`config.mk`:
```
export PLATFORM = sky130hd
export DESIGN_NAME = byte_run_length_decoder
export DESIGN_NICKNAME = d
export VERILOG_FILES = /design/src/rtl/brld_pkg.sv /design/src/rtl/brld_step.sv /design/src/rtl/byte_run_length_decoder.sv
export SDC_FILE = /design/constraint.sdc
export NUM_CORES = 1
export LEC_CHECK = 0
export BUFFER_PORTS_ARGS = -buffer_cell sky130_fd_sc_hd__buf_2
export CAP_MARGIN = 20
export CORE_MARGIN = 5
export CORE_UTILIZATION = 54
export CTS_CLUSTER_SIZE = 8
export DETAILED_ROUTE_END_ITERATION = 8
export GPL_ROUTABILITY_DRIVEN = 0
export GPL_TIMING_DRIVEN = 0
export PLACE_DENSITY_LB_ADDON = 0.15
export SLEW_MARGIN = 10
export SYNTH_ARGS = -nofsm -noshare
export SYNTH_HDL_FRONTEND = slang
export SYNTH_HIERARCHICAL = 1
export SYNTH_SLANG_ARGS = --single-unit
```
`constraint.sdc`:
```
create_clock -name clk -period 14.6 [get_ports clk]
set_input_delay 4.38 -clock clk [delete_from_list [all_inputs] [get_ports clk]]
set_output_delay 4.38 -clock clk [all_outputs]
set_load 0.02 [all_outputs]
```
`src/rtl/brld_pkg.sv`:
```
package brld_pkg;

  localparam int ByteW  = 8;
  localparam int CountW = 7;
  localparam int TotalW = 24;

  typedef enum logic [1:0] {
    PH_CTRL    = 2'd0,
    PH_REPEAT  = 2'd1,
    PH_LITERAL = 2'd2
  } phase_t;

  // decoder state carried from one beat to the next
  typedef struct packed {
    phase_t              phase;
    logic [CountW-1:0]   run_left;
    logic [TotalW-1:0]   bytes_left;
    logic                finished;
  } dec_state_t;

  // one result beat
  typedef struct packed {
    logic [ByteW-1:0]  value;
    logic [CountW-1:0] count;
    logic              done;
    logic              err;
  } dec_result_t;

endpackage

```
`src/rtl/brld_step.sv`:
```
module brld_step import brld_pkg::*; (
  input  dec_state_t        cur,
  input  logic [ByteW-1:0]  data_byte,
  input  logic              stream_end,
  output dec_state_t        nxt,
  output logic              emit,
  output dec_result_t       res
);

  logic [CountW-1:0] raw_count;
  logic [CountW-1:0] clip_count;
  logic [TotalW-1:0] left_next;

  // clip the run to what is still expected
  always_comb begin
    if (cur.bytes_left < {{(TotalW-CountW){1'b0}}, raw_count}) begin
      clip_count = cur.bytes_left[CountW-1:0];
    end else begin
      clip_count = raw_count;
    end
    left_next = cur.bytes_left - {{(TotalW-CountW){1'b0}}, clip_count};
  end

  always_comb begin
    nxt       = cur;
    emit      = 1'b0;
    raw_count = '0;
    res       = '0;
    if (cur.finished) begin
      // everything after done or error is dropped
    end else if (stream_end) begin
      nxt.finished = 1'b1;
      nxt.phase    = PH_CTRL;
      nxt.run_left = '0;
      emit         = 1'b1;
      res.err      = 1'b1;
    end else begin
      case (cur.phase)
        PH_REPEAT: begin
          nxt.phase    = PH_CTRL;
          nxt.run_left = '0;
          raw_count    = cur.run_left;
          // zero control byte swallows its value byte
          emit         = (cur.run_left != '0);
        end
        PH_LITERAL: begin
          if (cur.run_left == '0) begin
            nxt.phase = PH_CTRL;
          end else begin
            nxt.run_left = cur.run_left - CountW'(1);
          end
          raw_count = CountW'(1);
          emit      = 1'b1;
        end
        default: begin
          nxt.phase    = data_byte[ByteW-1] ? PH_LITERAL : PH_REPEAT;
          nxt.run_left = data_byte[CountW-1:0];
        end
      endcase
      if (emit) begin
        res.value      = data_byte;
        res.count      = clip_count;
        nxt.bytes_left = left_next;
        if (left_next == '0) begin
          res.done     = 1'b1;
          nxt.finished = 1'b1;
        end
      end
    end
  end

endmodule

```
`src/rtl/byte_run_length_decoder.sv`:
```
// byte run-length decoder, packbits-style control bytes. one compressed byte
// enters per beat on the input channel and each beat gives zero or one result
// beat: a control byte 1..127 makes the next byte a run of that many copies,
// a control byte 128..255 makes the next (control - 127) bytes literals with
// count 1, and a control byte of zero swallows the byte after it. the block
// stops once total_bytes decoded bytes are out: the run that reaches the total
// is clipped and marked image_done, later beats are dropped. a stream_end beat
// before the total gives one result with stream_error set and count 0.
// throughput is one beat per cycle while in_stall is low; a beat goes to the
// input register, then is decoded into the result register. a beat that makes
// a result waits in the input register while the result register holds a
// stalled beat, which stalls the input; beats with no result never wait.
// writing total_bytes restarts the decoder; the user does it while the block
// is idle, which the block does not enforce (it waits for an empty input
// register only). a total of zero means finished with no output at all.
module byte_run_length_decoder import brld_pkg::*; (
  input  logic              clk,
  input  logic              rst,
  // compressed byte channel
  input  logic              in_valid,
  output logic              in_stall,
  input  logic [ByteW-1:0]  data_byte,
  input  logic              stream_end,
  // decoded run channel
  output logic              out_valid,
  input  logic              out_stall,
  output logic [ByteW-1:0]  out_value,
  output logic [CountW-1:0] out_count,
  output logic              image_done,
  output logic              stream_error,
  // total_bytes register write
  input  logic              cfg_valid,
  output logic              cfg_ready,
  input  logic [TotalW-1:0] total_bytes
);

  // input register
  logic             s1_valid;
  logic [ByteW-1:0] s1_byte;
  logic             s1_end;

  dec_state_t  st;
  dec_state_t  st_next;
  logic        step_emit;
  dec_result_t step_res;

  logic out_free;
  logic s1_go;
  logic in_accept;
  logic cfg_write;

  brld_step u_step (
    .cur        (st),
    .data_byte  (s1_byte),
    .stream_end (s1_end),
    .nxt        (st_next),
    .emit       (step_emit),
    .res        (step_res)
  );

  // result register is free when empty or being taken this cycle
  assign out_free  = !out_valid || !out_stall;
  // beats with no result never wait on the output side
  assign s1_go     = s1_valid && (!step_emit || out_free);
  assign in_stall  = s1_valid && !s1_go;
  assign in_accept = in_valid && !in_stall;

  // config only lands with nothing in the input register
  assign cfg_ready = !s1_valid;
  assign cfg_write = cfg_valid && cfg_ready;

  always_ff @(posedge clk) begin
    if (rst) begin
      s1_valid <= 1'b0;
    end else if (in_accept) begin
      s1_valid <= 1'b1;
    end else if (s1_go) begin
      s1_valid <= 1'b0;
    end
  end

  always_ff @(posedge clk) begin
    if (in_accept) begin
      s1_byte <= data_byte;
      s1_end  <= stream_end;
    end
  end

  // decoder state; reset behaves as a write of total 1
  always_ff @(posedge clk) begin
    if (rst) begin
      st.phase      <= PH_CTRL;
      st.run_left   <= '0;
      st.bytes_left <= TotalW'(1);
      st.finished   <= 1'b0;
    end else if (cfg_write) begin
      st.phase      <= PH_CTRL;
      st.run_left   <= '0;
      st.bytes_left <= total_bytes;
      st.finished   <= (total_bytes == '0);
    end else if (s1_go) begin
      st <= st_next;
    end
  end

  // result register
  always_ff @(posedge clk) begin
    if (rst) begin
      out_valid <= 1'b0;
    end else if (s1_go && step_emit) begin
      out_valid <= 1'b1;
    end else if (!out_stall) begin
      out_valid <= 1'b0;
    end
  end

  always_ff @(posedge clk) begin
    if (s1_go && step_emit) begin
      out_value    <= step_res.value;
      out_count    <= step_res.count;
      image_done   <= step_res.done;
      stream_error <= step_res.err;
    end
  end

endmodule

```
### Word-level counts from Yosys, hierarchy flattened

Cells that the tools add are included.

* flip-flop bits (word level): 62
* output and inout port bits: 20
* word-level logic and storage cells: 75

* add/subtract/negate cells: 2
* $lt $le $gt $ge: 1
* eq/ne operators: 7
* mux-type cells: 26
* bitwise gates (word level): 2
* reductions and logical operators: 25

Operator list (number)
* $mux 25: 4
* $logic_not 24->1: 2
* $mux 7: 4
* $lt 24x7->1: 1
* $mux 24: 1
* $sub 24x7->24: 1
* $pmux 9 s2: 1
* $pmux 7 s2: 1
* $mux 1: 11
* $mux 9: 1
* $logic_not 7->1: 1
* $reduce_bool 7->1: 1
* $sub 7x1->7 const B: 1
* $logic_not 1->1: 6
* $ne 2x1->1 const B: 3
* $reduce_and 3->1: 2
* $reduce_bool 2->1: 3
* $logic_and 1x1->1: 5
* $mux 2: 2
* $reduce_and 4->1: 1
* $ne 3x2->1 const B: 1
* $ne 3x3->1 const B: 1
* $reduce_or 3->1: 1
* $eq 2x1->1 const B: 1
* 5 further kinds: 7

### Longest topological paths before layout

* depth in word-level cells: 14
* mapped depth: 23
* mapped depth without buffers: 23

### By module

Netlist, hierarchy kept.

Modules (own cells, without submodules)
* byte_run_length_decoder: times used 1, cells each 226, area an instance 2307.2 µm², sequential area each 1501.4 µm²
* brld_step: times used 1, cells each 296, area an instance 1938.1 µm², sequential area each 0.0 µm²

### Least setup slack after synthesis

OpenSTA, ideal clock, no wires.

* path kind: input port to output port
* start point: in out_stall
* end point: out in_stall
* arrival time: 4843 ps
* required time: 10220 ps
* setup slack: 5377 ps
* stages on the path: 2
* buffers on the path: 0
* path through: nand2_1 > nor2_1

* longest elaborated chain between the ends: 6

RTL lines
* from (decl): RTL line byte_run_length_decoder.sv:26 `input logic out_stall,`
* $logic_not 1->1
* $logic_or 1x1->1: RTL line byte_run_length_decoder.sv:62 `assign out_free = !out_valid || !out_stall;`
* $logic_or 1x1->1: RTL line byte_run_length_decoder.sv:64 `assign s1_go = s1_valid && (!step_emit || out_free);`
* $logic_and 1x1->1: RTL line byte_run_length_decoder.sv:64
* $logic_not 1->1: RTL line byte_run_length_decoder.sv:65 `assign in_stall = s1_valid && !s1_go;`
* $logic_and 1x1->1: RTL line byte_run_length_decoder.sv:65
* to (decl): RTL line byte_run_length_decoder.sv:21 `output logic in_stall,`

No other way between the ends.

### Worst setup path in the final report

Same ends and word-level chain as after synthesis.

==> flow_summary.yaml <==
sta:
  tightestPinTransition_ns: 0.926
  finalCritPeriodShare_pct: 64.2
  max_freq_mhz: 107
  hold_viol: 0
  whs_ns: 0.478
  rsz0062_at_grt: "no"
  period_needed_ns: 9.37
  finalSetupViolations: 0
  finalClockSkew_ns: 0.00690
  setup-tns-final_ns: 0
  finalMaxSlewViolations: 0
  slew_headroom_pct: 38.2
route:
  finalWirelength_um: 12100
  first_iter_violations: 554
  drc: 0
  ant_nets: 0
  avgRoutedWirePerCell_um: 17.4
  vias: 4289
  dr.pass1.iters: 5
  viasPerCell: 6.16
setup_path:
  path_class: "in -> out"
  crit_path_end_kind: "output pin"
  crit_fanout: 4
  crit_required_ns: 10.22
  cp-start-kind: "input pin"
  arrival_ns: 4.99
power_and_ir_drop:
  p_seq_share_pct: 42.4
  p_sw_uw: 146
  p_leak_nw: 1.85
  power.share.clock_pct: 36.3
  peakVddDrop_mv: 0.0679
  p_sw_share_pct: 31.1
  combPwrFrac_pct: 21.2
  pwr_density_cell_nw_per_um2: 96.5
  p_int_uw: 324
outcome:
  status: "finished clean"
logic_synthesis:
  synth-edff-count: 26
  synthSimpleGateAreaFrac_pct: 26.2
  synth-compound-area-share_pct: 20.6
  synth_top_family_by_area: "simple AND/OR/NAND/NOR gates"
  yosysSeqAreaShare_pct: 35.4
  synth_ff_type: "dfxtp_1"
  synthTopCellsByArea: "edfxtp_1 18%, dfxtp_1 17%, nand2_1 9.2%"
  netlist_area_um2: 4250
  async_reset_ff_share_pct: 0
  yosys.area.top_type_share_pct: 18.4
  synthXorXnorAreaFrac_pct: 4.75
  ys_warn_count: 6
  synth_fa_ha_area_share_pct: 5.48
  synthesis.nets: 578
  synth_mux_area_share_pct: 2.62
  yosysUniqueCellTypes: 69
  synth_top_cell_by_area: "edfxtp_1"
  syn_inst: 522
  synth_area_per_cell_um2: 8.13
  yosys_register_bits: 62
clocking:
  htree_levels: 3
  cts_setup_buffers: 0
  cts_buffer_depth: 2
  root_buffer: "clkbuf_8"
  cts_tree: "yes"
  clkSlewWorstSetupHoldPaths_ns: 0.08
  worstSkewPairLatency_ns: 0.34
  cts-resized-gates: 0
  clock-sinks: 62
  cts_buffers: 9
  ctsHoldBuffers: 0
finish:
  n_fill_cell: 700
  multi_input_area_um2: 2530
  final_cell_mix: "104 x nand2_1, 62 x buf_2, 57 x nor2_1"
  drive_above_1_share_pct: 17.2
  final_nets: 645
  final_common_cell: "nand2_1"
  area_growth_pct: 14.8
  seqCellArea_um2: 1500
  diodes: 0
global_routing:
  grt_pass1_wl_um: 19800
  grt_pass1_vias: 3962
  grt_util_all_layers_pct: 24.9
  antenna_found_initial: 0
  grt_max_degree: 18
  grt-ovfl-total: 0
placed_design:
  port-buffer-count: 56
  hpwl_um: 8920
die:
  io_pins: 58
  rows: 32
  die_x_um: 98.7
  dieArea_um2: 9730
  fp.dieH_um: 98.7
  design.core.area_um2: 7690
  initial_core_util_pct: 55.2
run:
  cap_violations: 0
min_path:
  hold_path_class: "reg -> reg"
==> cell type report <==
cell class	count	share of cell area [%]
Timing Repair Buffer	56	5.75
Sequential cell	62	30.8
Tap cell	102	2.62
Clock buffer	9	2.54
Buffer	27	2.62
Multi-Input combinational cell	411	52.0
Inverter	22	1.69
Clock inverter	7	2.00
==> kinds of logic after synthesis <==
kind of cell,Yosys count
AND/OR/NAND/NOR,239
AO/OA/AOI/OAI,121
flip-flops,62
buffers and inverters,49
XOR/XNOR,23
adder cells (fa/ha/maj),18
multiplexers,10
==> state kept, by name (all words and copies together), names as in the netlist <==
| signal | flops |
|---|---|
| image_done | 1 |
| st | 34 |
| out_valid | 1 |
| out_value | 8 |
| out_count | 7 |
| s1_valid | 1 |
| s1_end | 1 |
| stream_error | 1 |
| s1_byte | 8 |
==> stage by stage <==
step                area [um2]  util (%)  total power [mW]  cells  setup WS (ns)
floorplan                 4250         -             0.271    522           5.38
global placement          4650      60.5             0.297    680           5.24
detailed placement        4650      60.5             0.299    680           5.24
CTS                       4870      63.4             0.469    696           5.23
global route              4870      63.4             0.491    696           5.16
finish                    4870      63.4             0.470    696           5.23
==> final timing paths <==
kind,start,end,slack [ns],cells past startpoint
setup reg to reg,st[32],st[0],8.65,21
setup / recovery,out_stall,in_stall,5.23,4
hold reg to reg,st[10],st[10],0.48,2
hold / removal,st[10],st[10],0.48,2
==> power groups by stage <==
stage / clock, mW / sequential (mW) / combinational (mW)
after floorplan: 0 / 0.200 / 0.0702
after global placement: 0 / 0.203 / 0.0942
after detailed placement: 0 / 0.203 / 0.0958
after CTS: 0.173 / 0.199 / 0.0971
after global routing: 0.181 / 0.201 / 0.109
final: 0.171 / 0.200 / 0.0999
==> per-layer routing <==
| metal | part of all wire (%) | global-route usage, % |
|---|---|---|
| met3 | 9.1 | 4.25 |
| met5 | 0 | 0 |
| met1 | 47 | 36.9 |
| met4 | 1.5 | 5.88 |
| met2 | 43 | 38.0 |
==> cell usage after synthesis (3+ instances only) <==
master	number
edfxtp_1	26
xnor2_1	17
a31o_2	3
or4_1	5
nand2_1	104
ha_1	17
o21a_1	3
and3_1	3
buf_2	6
nor3_1	15
o211ai_1	3
a31oi_1	5
mux2i_1	4
and2_1	11
mux2_2	5
a2111oi_0	3
nor4_1	7
o22ai_1	6
clkbuf_1	17
nor2b_1	4
xor2_1	6
nand3_1	9
nand2b_1	4
inv_1	22
a21oi_1	19
dfxtp_1	36
o21ai_0	21
a311oi_1	23
a22oi_1	6
nand3b_1	3
a211oi_1	4
nor2_1	57
nand4_1	6
==> worst max-delay path: stages <==
cell,delay [ns]
buf_2,0.09
nand2_1,0.08
nor2_1,0.22
buf_2,0.21
(Power assumes the default switching activity.)
